==> src/design/twq_pkg.sv <==
package twq_pkg;

    // Field widths of the request and result channels
    localparam int ACTION_W    = 1;
    localparam int TAG_FIELD_W = 6;
    localparam int DELAY_W     = 6;

    // Request actions
    localparam logic [ACTION_W-1:0] ACT_INSERT = 1'b0;
    localparam logic [ACTION_W-1:0] ACT_TICK   = 1'b1;

    // Result kinds
    localparam logic KIND_WOKEN  = 1'b0;
    localparam logic KIND_REJECT = 1'b1;

endpackage

==> src/design/twq_if.sv <==
interface twq_req_if;
    import twq_pkg::*;

    logic                   valid;
    logic                   ready;
    logic [ACTION_W-1:0]    action;
    logic [TAG_FIELD_W-1:0] item_tag;
    logic [DELAY_W-1:0]     delay;

    modport source (output valid, action, item_tag, delay, input ready);
    modport sink   (input valid, action, item_tag, delay, output ready);
endinterface

interface twq_rsp_if;
    import twq_pkg::*;

    logic                   valid;
    logic                   ready;
    logic                   kind;
    logic [TAG_FIELD_W-1:0] woken_tag;
    logic                   last;

    modport source (output valid, kind, woken_tag, last, input ready);
    modport sink   (input valid, kind, woken_tag, last, output ready);
endinterface

==> src/design/timing_wheel_event_queue.sv <==
// Sequence: an insert reads its target slot, then appends the tag to its list; a tick reads
// the next slot, clears it if occupied and offers each woken tag in turn; a rejected insert
// gives its result in the cycle after the request is taken. Throughput: one request at a
// time; the slot table has one read and one write port and the tag list is walked one link
// per memory read. Reset: asynchronous, active low; afterwards a clearing pass marks every
// slot empty before the first request is taken.
module timing_wheel_event_queue #(
    parameter int SLOT_COUNT = 64,
    parameter int TAG_COUNT  = 64
) (
    input  logic        clk,
    input  logic        rst_n,
    twq_req_if.sink     req,
    twq_rsp_if.source   rsp
);
    import twq_pkg::*;

    localparam int SLOT_W = $clog2(SLOT_COUNT);
    localparam int TAG_W  = $clog2(TAG_COUNT);
    localparam int SUM_W  = ((SLOT_W > DELAY_W) ? SLOT_W : DELAY_W) + 1;
    localparam int TAGX_W = TAG_FIELD_W + 1;
    // Slot table entry: {occupied, head, tail}
    localparam int ENT_W  = 1 + 2 * TAG_W;

    typedef enum logic [5:0] {
        ST_CLEAR = 6'b000001,
        ST_IDLE  = 6'b000010,
        ST_INS   = 6'b000100,
        ST_TICK  = 6'b001000,
        ST_EMIT  = 6'b010000,
        ST_OUT   = 6'b100000
    } state_t;

    // Sequencer and datapath registers
    state_t                 state_reg, state_next;
    logic [SLOT_W-1:0]      cur_reg, cur_next;
    logic [SLOT_W-1:0]      clr_reg, clr_next;
    logic [SLOT_W-1:0]      slot_reg, slot_next;
    logic [TAG_W-1:0]       tag_reg, tag_next;
    logic [TAG_W-1:0]       tail_reg, tail_next;
    logic [TAG_COUNT-1:0]   pending_reg, pending_next;
    logic                   kind_reg, kind_next;
    logic [TAG_FIELD_W-1:0] otag_reg, otag_next;
    logic                   last_reg, last_next;

    // Memories and their ports
    logic [ENT_W-1:0]       slot_mem [SLOT_COUNT];
    logic [TAG_W-1:0]       link_mem [TAG_COUNT];
    logic [ENT_W-1:0]       ent_rd_reg;
    logic [TAG_W-1:0]       link_rd_reg;
    logic                   slot_we;
    logic [SLOT_W-1:0]      slot_waddr;
    logic [SLOT_W-1:0]      slot_raddr;
    logic [ENT_W-1:0]       slot_wdata;
    logic                   link_we;
    logic [TAG_W-1:0]       link_waddr;

    // Request decode
    logic                   req_fire;
    logic                   delay_ok;
    logic                   tag_ok;
    logic                   insert_ok;
    logic [SUM_W-1:0]       ins_sum;
    logic [SLOT_W-1:0]      ins_slot;
    logic [SLOT_W-1:0]      tick_slot;
    logic                   ent_occ;
    logic [TAG_W-1:0]       ent_head;
    logic [TAG_W-1:0]       ent_tail;

    assign req.ready = (state_reg == ST_IDLE);
    assign req_fire  = req.valid && req.ready;

    assign rsp.valid     = (state_reg == ST_OUT);
    assign rsp.kind      = kind_reg;
    assign rsp.woken_tag = otag_reg;
    assign rsp.last      = last_reg;

    // Reject a zero delay, one that reaches round the whole wheel, or a bad or pending tag
    assign delay_ok  = (req.delay != '0) && (SUM_W'(req.delay) < SUM_W'(SLOT_COUNT));
    assign tag_ok    = ({1'b0, req.item_tag} < TAGX_W'(TAG_COUNT));
    assign insert_ok = delay_ok && tag_ok && !pending_reg[req.item_tag[TAG_W-1:0]];

    // Both operands stay below SLOT_COUNT, so one compare and subtract wraps the sum
    assign ins_sum  = SUM_W'(cur_reg) + SUM_W'(req.delay);
    assign ins_slot = (ins_sum >= SUM_W'(SLOT_COUNT)) ?
                      SLOT_W'(ins_sum - SUM_W'(SLOT_COUNT)) : SLOT_W'(ins_sum);
    assign tick_slot = (cur_reg == SLOT_W'(SLOT_COUNT - 1)) ? '0 : cur_reg + SLOT_W'(1);

    assign ent_occ  = ent_rd_reg[ENT_W-1];
    assign ent_head = ent_rd_reg[2*TAG_W-1:TAG_W];
    assign ent_tail = ent_rd_reg[TAG_W-1:0];

    always_comb
    begin
        state_next   = state_reg;
        cur_next     = cur_reg;
        clr_next     = clr_reg;
        slot_next    = slot_reg;
        tag_next     = tag_reg;
        tail_next    = tail_reg;
        pending_next = pending_reg;
        kind_next    = kind_reg;
        otag_next    = otag_reg;
        last_next    = last_reg;
        slot_we      = 1'b0;
        slot_waddr   = slot_reg;
        slot_wdata   = '0;
        slot_raddr   = slot_reg;
        link_we      = 1'b0;
        link_waddr   = ent_tail;

        case (state_reg)
            ST_CLEAR:
            begin
                // Mark one slot empty per cycle
                slot_we    = 1'b1;
                slot_waddr = clr_reg;
                clr_next   = clr_reg + SLOT_W'(1);
                if (clr_reg == SLOT_W'(SLOT_COUNT - 1))
                begin
                    state_next = ST_IDLE;
                end
            end
            ST_IDLE:
            begin
                if (req_fire)
                begin
                    if (req.action == ACT_TICK)
                    begin
                        cur_next   = tick_slot;
                        slot_next  = tick_slot;
                        slot_raddr = tick_slot;
                        state_next = ST_TICK;
                    end
                    else if (!insert_ok)
                    begin
                        kind_next  = KIND_REJECT;
                        otag_next  = req.item_tag;
                        last_next  = 1'b1;
                        state_next = ST_OUT;
                    end
                    else
                    begin
                        slot_next  = ins_slot;
                        slot_raddr = ins_slot;
                        tag_next   = req.item_tag[TAG_W-1:0];
                        state_next = ST_INS;
                    end
                end
            end
            ST_INS:
            begin
                // Append to the tail, or start a fresh list in an empty slot
                link_we    = ent_occ;
                slot_we    = 1'b1;
                slot_wdata = {1'b1, (ent_occ ? ent_head : tag_reg), tag_reg};
                pending_next[tag_reg] = 1'b1;
                state_next = ST_IDLE;
            end
            ST_TICK:
            begin
                if (!ent_occ)
                begin
                    state_next = ST_IDLE;
                end
                else
                begin
                    slot_we    = 1'b1;
                    slot_wdata = {1'b0, ent_head, ent_tail};
                    tag_next   = ent_head;
                    tail_next  = ent_tail;
                    state_next = ST_EMIT;
                end
            end
            ST_EMIT:
            begin
                kind_next  = KIND_WOKEN;
                otag_next  = TAG_FIELD_W'(tag_reg);
                last_next  = (tag_reg == tail_reg);
                pending_next[tag_reg] = 1'b0;
                state_next = ST_OUT;
            end
            ST_OUT:
            begin
                if (rsp.ready)
                begin
                    if (last_reg)
                    begin
                        state_next = ST_IDLE;
                    end
                    else
                    begin
                        // Follow the link read while the result waited
                        tag_next   = link_rd_reg;
                        state_next = ST_EMIT;
                    end
                end
            end
            default:
            begin
                state_next = ST_IDLE;
            end
        endcase
    end

    always_ff @(posedge clk or negedge rst_n)
    begin
        if (!rst_n)
        begin
            state_reg   <= ST_CLEAR;
            cur_reg     <= '0;
            clr_reg     <= '0;
            pending_reg <= '0;
        end
        else
        begin
            state_reg   <= state_next;
            cur_reg     <= cur_next;
            clr_reg     <= clr_next;
            pending_reg <= pending_next;
        end
    end

    always_ff @(posedge clk)
    begin
        slot_reg <= slot_next;
        tag_reg  <= tag_next;
        tail_reg <= tail_next;
        kind_reg <= kind_next;
        otag_reg <= otag_next;
        last_reg <= last_next;
    end

    // Slot table: one write and one registered read per cycle
    always_ff @(posedge clk)
    begin
        if (slot_we)
        begin
            slot_mem[slot_waddr] <= slot_wdata;
        end
        ent_rd_reg <= slot_mem[slot_raddr];
    end

    // Next links: written on append, read at the tag being drained
    always_ff @(posedge clk)
    begin
        if (link_we)
        begin
            link_mem[link_waddr] <= tag_reg;
        end
        link_rd_reg <= link_mem[tag_reg];
    end

    a_cur_in_range: assert property (@(posedge clk) disable iff (!rst_n)
        SUM_W'(cur_reg) < SUM_W'(SLOT_COUNT))
        else $error("current slot beyond the wheel");

    a_reject_is_last: assert property (@(posedge clk) disable iff (!rst_n)
        rsp.valid && (rsp.kind == KIND_REJECT) |-> rsp.last)
        else $error("rejected insert not marked last");

    a_zero_delay_rejected: assert property (@(posedge clk) disable iff (!rst_n)
        req_fire && (req.action == ACT_INSERT) && (req.delay == '0)
        |=> rsp.valid && (rsp.kind == KIND_REJECT) && rsp.last)
        else $error("zero delay insert not rejected");

    a_tick_advances: assert property (@(posedge clk) disable iff (!rst_n)
        req_fire && (req.action == ACT_TICK) |=> cur_reg != $past(cur_reg))
        else $error("tick did not advance the wheel");

    a_woken_not_pending: assert property (@(posedge clk) disable iff (!rst_n)
        rsp.valid && (rsp.kind == KIND_WOKEN) |-> !pending_reg[rsp.woken_tag[TAG_W-1:0]])
        else $error("woken tag still marked pending");

endmodule

==> src/flat_wrapper.sv <==
// flat-port wrapper written by rule: the top's interface ports become plain ports
module timing_wheel_event_queue_flat import twq_pkg::*;
#(
    parameter int SLOT_COUNT = 64,
    parameter int TAG_COUNT  = 64
)
  (clk, rst_n, req_valid, req_action, req_item_tag, req_delay, req_ready, rsp_valid, rsp_kind, rsp_woken_tag, rsp_last, rsp_ready);
  twq_req_if req_i ();
  twq_rsp_if rsp_i ();
  input  logic clk;
  input  logic rst_n;
  input wire logic [$bits(req_i.valid)-1:0] req_valid;
  input wire logic [$bits(req_i.action)-1:0] req_action;
  input wire logic [$bits(req_i.item_tag)-1:0] req_item_tag;
  input wire logic [$bits(req_i.delay)-1:0] req_delay;
  output wire logic [$bits(req_i.ready)-1:0] req_ready;
  output wire logic [$bits(rsp_i.valid)-1:0] rsp_valid;
  output wire logic [$bits(rsp_i.kind)-1:0] rsp_kind;
  output wire logic [$bits(rsp_i.woken_tag)-1:0] rsp_woken_tag;
  output wire logic [$bits(rsp_i.last)-1:0] rsp_last;
  input wire logic [$bits(rsp_i.ready)-1:0] rsp_ready;
  assign req_i.valid = req_valid;
  assign req_i.action = req_action;
  assign req_i.item_tag = req_item_tag;
  assign req_i.delay = req_delay;
  assign req_ready = req_i.ready;
  assign rsp_valid = rsp_i.valid;
  assign rsp_kind = rsp_i.kind;
  assign rsp_woken_tag = rsp_i.woken_tag;
  assign rsp_last = rsp_i.last;
  assign rsp_i.ready = rsp_ready;
  timing_wheel_event_queue #(.SLOT_COUNT(SLOT_COUNT), .TAG_COUNT(TAG_COUNT)) u_core (.clk(clk), .rst_n(rst_n), .req(req_i), .rsp(rsp_i));
endmodule
==> config.mk <==
export PLATFORM = sky130hd
export DESIGN_NAME = timing_wheel_event_queue_flat
export DESIGN_NICKNAME = d
export VERILOG_FILES = /design/src/design/twq_pkg.sv /design/src/design/twq_if.sv /design/src/design/timing_wheel_event_queue.sv /design/src/flat_wrapper.sv
export SDC_FILE = /design/constraint.sdc
export NUM_CORES = 1
export LEC_CHECK = 0
export ABC_CLOCK_PERIOD_IN_PS = 9270
export BUFFER_PORTS_ARGS = -buffer_cell sky130_fd_sc_hd__buf_2
export CAP_MARGIN = 20
export CELL_PAD_IN_SITES_DETAIL_PLACEMENT = 0
export CELL_PAD_IN_SITES_GLOBAL_PLACEMENT = 1
export CORE_ASPECT_RATIO = 1.1
export CORE_MARGIN = 3
export CORE_UTILIZATION = 58
export DETAILED_ROUTE_END_ITERATION = 6
export PLACE_DENSITY = 0.87
export SYNTH_ARGS = -nofsm -noshare
export SYNTH_HDL_FRONTEND = slang
export SYNTH_SLANG_ARGS = --single-unit
export TNS_END_PERCENT = 50
==> constraint.sdc <==
create_clock -name clk -period 9.27 [get_ports clk]
set_input_delay 1.854 -clock clk [delete_from_list [all_inputs] [get_ports clk]]
set_output_delay 1.854 -clock clk [all_outputs]
set_load 0.005 [all_outputs]
## Word level (Yosys, flattened, before mapping)

Memories as Yosys holds them, arrays and structs flattened. A register that Yosys moved wholly into a read port is not among the register bits.
Cells that the tools add are included.

- Bitwise operators: 3
- Mux-type cells: 45
- Magnitude comparators: 4
- $add $sub $neg: 4
- Reduce and logical (&&, ||, !) cells: 14
- Equality and inequality tests: 16

Operator list:

| operator | count |
|---|---|
| case mux 64 bit (2 select lines) | 1 |
| 2-to-1 mux 6 bit | 21 |
| bitwise AND 64 bit | 1 |
| inverter 64 bit | 1 |
| bitwise OR 64 bit | 1 |
| case mux 6 bit (5 select lines) | 1 |
| case mux 13 bit (2 select lines) | 1 |
| equality test 6 bit (second input constant) | 3 |
| case mux 6 bit (3 select lines) | 1 |
| < comparator 6 x 7 -> 1 bit (second input constant) | 2 |
| adder 6 x 1 -> 6 bit (second input constant) | 2 |
| 2-to-1 mux 12 bit | 1 |
| case mux 6 bit (2 select lines) | 1 |
| 2-to-1 mux 1 bit | 11 |
| 2-to-1 mux 5 bit | 2 |
| inequality test 2 bit (second input constant) | 5 |
| adder 6 x 6 -> 7 bit | 1 |
| greater-or-equal comparator 7 bit (second input constant) | 1 |
| binary-select mux 1 bit (select 6 bit) | 1 |
| demux 1 bit (select 6 bit) | 1 |
| equality test 6 x 1 -> 1 bit (second input constant) | 1 |
| equality test 6 x 2 -> 1 bit (second input constant) | 1 |
| equality test 6 x 3 -> 1 bit (second input constant) | 1 |
| equality test 6 x 4 -> 1 bit (second input constant) | 1 |
| other kinds (16) | 23 |

- Register bits: 108
- Bits in writable memories: 1216
- Output and inout port bits: 10
- Word-level logic and storage cells: 98
- Memories kept: 2

Memories:

| memory | depth | bits a word | read ports | clocked after memory_dff | write ports | RTL line | text |
|---|---|---|---|---|---|---|---|
| u_core.slot_mem | 64 | 13 | 1 | 1 | 1 | timing_wheel_event_queue.sv:47 | `logic [ENT_W-1:0] slot_mem [SLOT_COUNT];` |
| u_core.link_mem | 64 | 6 | 1 | 1 | 1 | timing_wheel_event_queue.sv:48 | `logic [TAG_W-1:0] link_mem [TAG_COUNT];` |

## Logic depth before layout (Yosys ltp)

- Word-level depth: 8
- Mapped depth: 18
- Depth with buffers taken out: 13

## Worst setup path before layout

OpenSTA, ideal clock, no wires.

- Path kind: input port to flip-flop
- From: input req_item_tag[0]
- To: register u_core.ent_rd_reg[11] (read register of u_core.slot_mem)
- Library setup time: 0.134 ns
- Path buffers: 5
- Path slack: 3.750 ns
- Stages on the path: 17
- Required time: 9.136 ns
- Data arrival time: 5.386 ns
- Cell sequence: buf_4 > buf_4 > mux4_2 > mux2i_1 > nand3b_1 > a32o_2 > mux2_4 > inv_2 > buf_4 > buf_4 > buf_2 > mux2i_1 > mux2i_1 > o22a_1 > nand4_1 > o21ai_1 > or4b_1

- Cells in the longest elaborated chain, start to end: 8

Ends and longest elaborated chain:

| item | RTL line | text |
|---|---|---|
| from (decl) | flat_wrapper.sv:14 | `input wire logic [$bits(req_i.item_tag)-1:0] req_item_tag;` |
| binary-select mux 1 bit (select 6 bit) | timing_wheel_event_queue.sv:81 | `assign insert_ok = delay_ok && tag_ok && !pending_reg[req.item_tag[TAG_W-1:0]];` |
| 2-to-1 mux 1 bit (implied by the code) | timing_wheel_event_queue.sv:81 |  |
| logical NOT 1 bit | timing_wheel_event_queue.sv:81 |  |
| logical AND 1 bit | timing_wheel_event_queue.sv:81 |  |
| 2-to-1 mux 6 bit | - |  |
| 2-to-1 mux 6 bit | timing_wheel_event_queue.sv:128 | `if (req.action == ACT_TICK)` |
| 2-to-1 mux 6 bit | timing_wheel_event_queue.sv:126 | `if (req_fire)` |
| 2-to-1 mux 6 bit | timing_wheel_event_queue.sv:112 | `case (state_reg)` |
| to (decl) | timing_wheel_event_queue.sv:49 | `logic [ENT_W-1:0] ent_rd_reg;` |

Every way passes these cells. The select of a mux whose other input is x is not followed.
A chain may end at the register's enable or synchronous reset.

## Worst setup path in the final report

- From: input req_item_tag[1]
- To: register u_core.ent_rd_reg[3] (read register of u_core.slot_mem)

The elaborated chain is that of the path after synthesis.

==> flow_metrics.tcl <==
set metrics [dict create \
    outcome "finished, final reports clean" \
    max_stage_delay_ns 0.98 \
    grt_pass1_vias 30500 \
    start_kind "primary input" \
    crit_path_max_fanout 68 \
    fin_tns_setup_ns 0 \
    synthTopCellsByArea "edfxtp_1 (70%), nand2_1 (4.1%), dfrtp_1 (3.8%), mux2i_1 (3.1%), a22oi_1 (3.1%)" \
    synthCells 3617 \
    drt_pre_antenna_iters 6 \
    max_slew_margin 0.250 \
    postCtsSetupBuffers 0 \
    die_area_mm2 0.0954 \
    synth_nets 3642 \
    wl_um 138000 \
    netlist_area_mm2 0.0532 \
    crit_required_ns 9.88 \
    syn_to_final_growth_pct 10.9 \
    synth_top_area_share 0.698 \
    fin_crit_ns 6.46 \
    final_util 0.654 \
    synth_area_per_cell_um2 14.7 \
    min_period_over_period 0.696 \
    place_congestion 0.902 \
    synth-seq-cells 1343 \
    via_per_inst 6.59 \
    pre_cts_ws_ns 2.12 \
    synth.distinct_cells 73 \
    ioPinCount 27 \
    cts_buffers 135 \
    path_cells "buf_2, mux4_2, mux2_2, o31a_1, a32oi_2, nand3_1, buf_4, nand2_2, buf_4, and2_2, a32oi_1, and4_1, a31o_1, or4b_1" \
    fmax_mhz 155 \
    grt_max_degree 158 \
    dp_hpwl_um 81000 \
    initialDrtViolationCount 4506 \
    yosys-top-cells-count "edfxtp_1 (1236), nand2_1 (574), a22oi_1 (217)" \
    overflow 0 \
    power_uw 17800 \
    synth_edf_count 1236 \
    cp.arrival_ns 7.06 \
    numPortBuffers 26 \
    cellPowerDensity_mw_per_mm2 301 \
    synth_ff_type "edfxtp_1" \
    cts_buffer_depth 3 \
    cts.sinks 1343 \
    vias 32500 \
    worst_slew_pin_slew_ns 1.12 \
    path_common_cell "buf_4" \
    cts_root_buf "clkbuf_16" \
    antenna_found_initial 2 \
    die_w_um 295 \
    synth_async_sr_flop_share 0.0611 \
    clkTransAtPathRegs_ns 0.06 \
    start_util 0.590 \
    num-nets-final 3674 \
    synth_top_area_cell "edfxtp_1" \
    drc 0 \
    grt.total_usage 0.288 \
    fin_ws_ns 2.81 \
    postCtsHoldBufs 0 \
    peakVddDrop_mv 0.366 \
    grt_pass1_wl_um 202000 \
    crit_path_top_delay_cell "and2_2" \
    core_area_mm2 0.0902 \
    ys_warn_count 0 \
    hold_viol_final 0 \
    drv_cap 0 \
    leakagePower_uw 0.0203 \
    ys_seq_area_frac 0.746 \
    post_cts_resize_count 0 \
    die_y_um 324 \
    rsz0062_at_grt "false" \
    antenna_left 0 \
    fin_worst_skew_ns 0.0289 \
    drv_slew 0 \
    drive_above_1_share 0.105 \
    finalSetupViolCount 0 \
    path_class "in -> reg" \
    largest_register_ffs 832 \
    synth.most_common_cell "edfxtp_1" \
    end_kind "flip-flop" \
    htree_levels 4 \
    cts_tree "done" \
    hp-class "reg -> reg" \
    wl_per_cell_um 28.0 \
    clk_latency_ns 0.74 \
    num_rows 115 \
]
-- power by group --
part	switching, uW	internal [uW]	leakage, uW	total, uW
clock network	2240	2920	0.00203	5160
logic	3830	1600	0.00530	5430
registers	180	6990	0.0130	7170
-- final timing paths --
kind | endpoint | slack [ns] | from | depth (start not counted)
hold reg to reg | u_core.clr_reg[5] | 0.50 | u_core.clr_reg[5] | 1
min in group asynchronous | async pin | 1.10 | rst_n | 1
max in group asynchronous | u_core.state_reg[0] | 7.48 | rst_n | 2
setup / recovery | u_core.ent_rd_reg[3] | 2.81 | req_item_tag[1] | 14
setup reg to reg | u_core.ent_rd_reg[3] | 4.01 | flip-flop | 13
hold / removal | u_core.clr_reg[5] | 0.50 | u_core.clr_reg[5] | 1
-- layer usage --
metal  GRT usage  share of wire
met1       0.392           0.38
met2       0.464           0.48
met3      0.0554          0.098
met4       0.119          0.042
met5           0       0.000094
-- critical path, delay by kind of cell --
| kind | cells | cell delay, ns |
|---|---|---|
| buf+inv | 3 | 1.20 |
| simple gates | 5 | 2.03 |
| compound gates | 4 | 1.07 |
| mux | 2 | 0.83 |
-- layout make-up --
| class | instances | area (um2) |
|---|---|---|
| Sequential cell | 1343 | 39700 |
| Fill cell | 6193 | 31200 |
| Multi-Input combinational cell | 2015 | 12600 |
| Clock buffer | 173 | 3600 |
| Tap cell | 1170 | 1460 |
| Timing Repair Buffer | 140 | 1060 |
| Clock inverter | 70 | 546 |
| Inverter | 14 | 62.6 |
| Antenna cell | 2 | 5.00 |
-- through the flow --
step	area (um2)	cells	hold slack [ns]
2_1_floorplan	53200	3617	0.406
3_3_place_gp	54700	4662	0.477
3_5_place_dp	54800	4673	0.488
4_1_cts	58900	4916	0.497
5_1_grt	59000	4925	0.542
6_report	59000	4927	0.497
-- cells in the final DEF, fill, tap and decap left out, types with 8 or more instances in the layout --
master / instances
nand3b_1: 11
nor2_2: 9
mux4_2: 16
o22a_1: 13
xnor2_1: 15
a311oi_1: 12
mux2i_1: 166
and4_1: 12
nand2_1: 574
clkinv_2: 20
nor2b_1: 12
buf_2: 25
a31oi_1: 81
inv_1: 8
a31o_1: 11
dfxtp_1: 25
clkbuf_1: 33
or4b_1: 13
a311o_1: 26
a32oi_1: 77
nand4_1: 76
nor2_1: 147
a21boi_0: 12
edfxtp_1: 1236
clkinv_1: 32
nor3_1: 8
dfrtp_1: 81
a21o_1: 19
a211oi_1: 29
a22oi_1: 217
nand3_1: 187
and3_1: 34
clkbuf_16: 138
nand2b_1: 12
a21oi_1: 116
buf_4: 106
-- logic make-up (layout without fill, tap and decap cells) --
kind of cell,Yosys count,after routing,share of synthesized area
DFF,1343,1343,0.746
and+or+nand+nor,1133,1133,0.0965
AOI/OAI and AO/OA,670,670,0.0922
buffers and inverters,259,397,0.0216
muxes,184,184,0.0385
xor gates and xnor gates,20,20,0.00329
adders and majority gates,8,8,0.00202
other,0,2,0
Power figures use the tool's default switching activity.
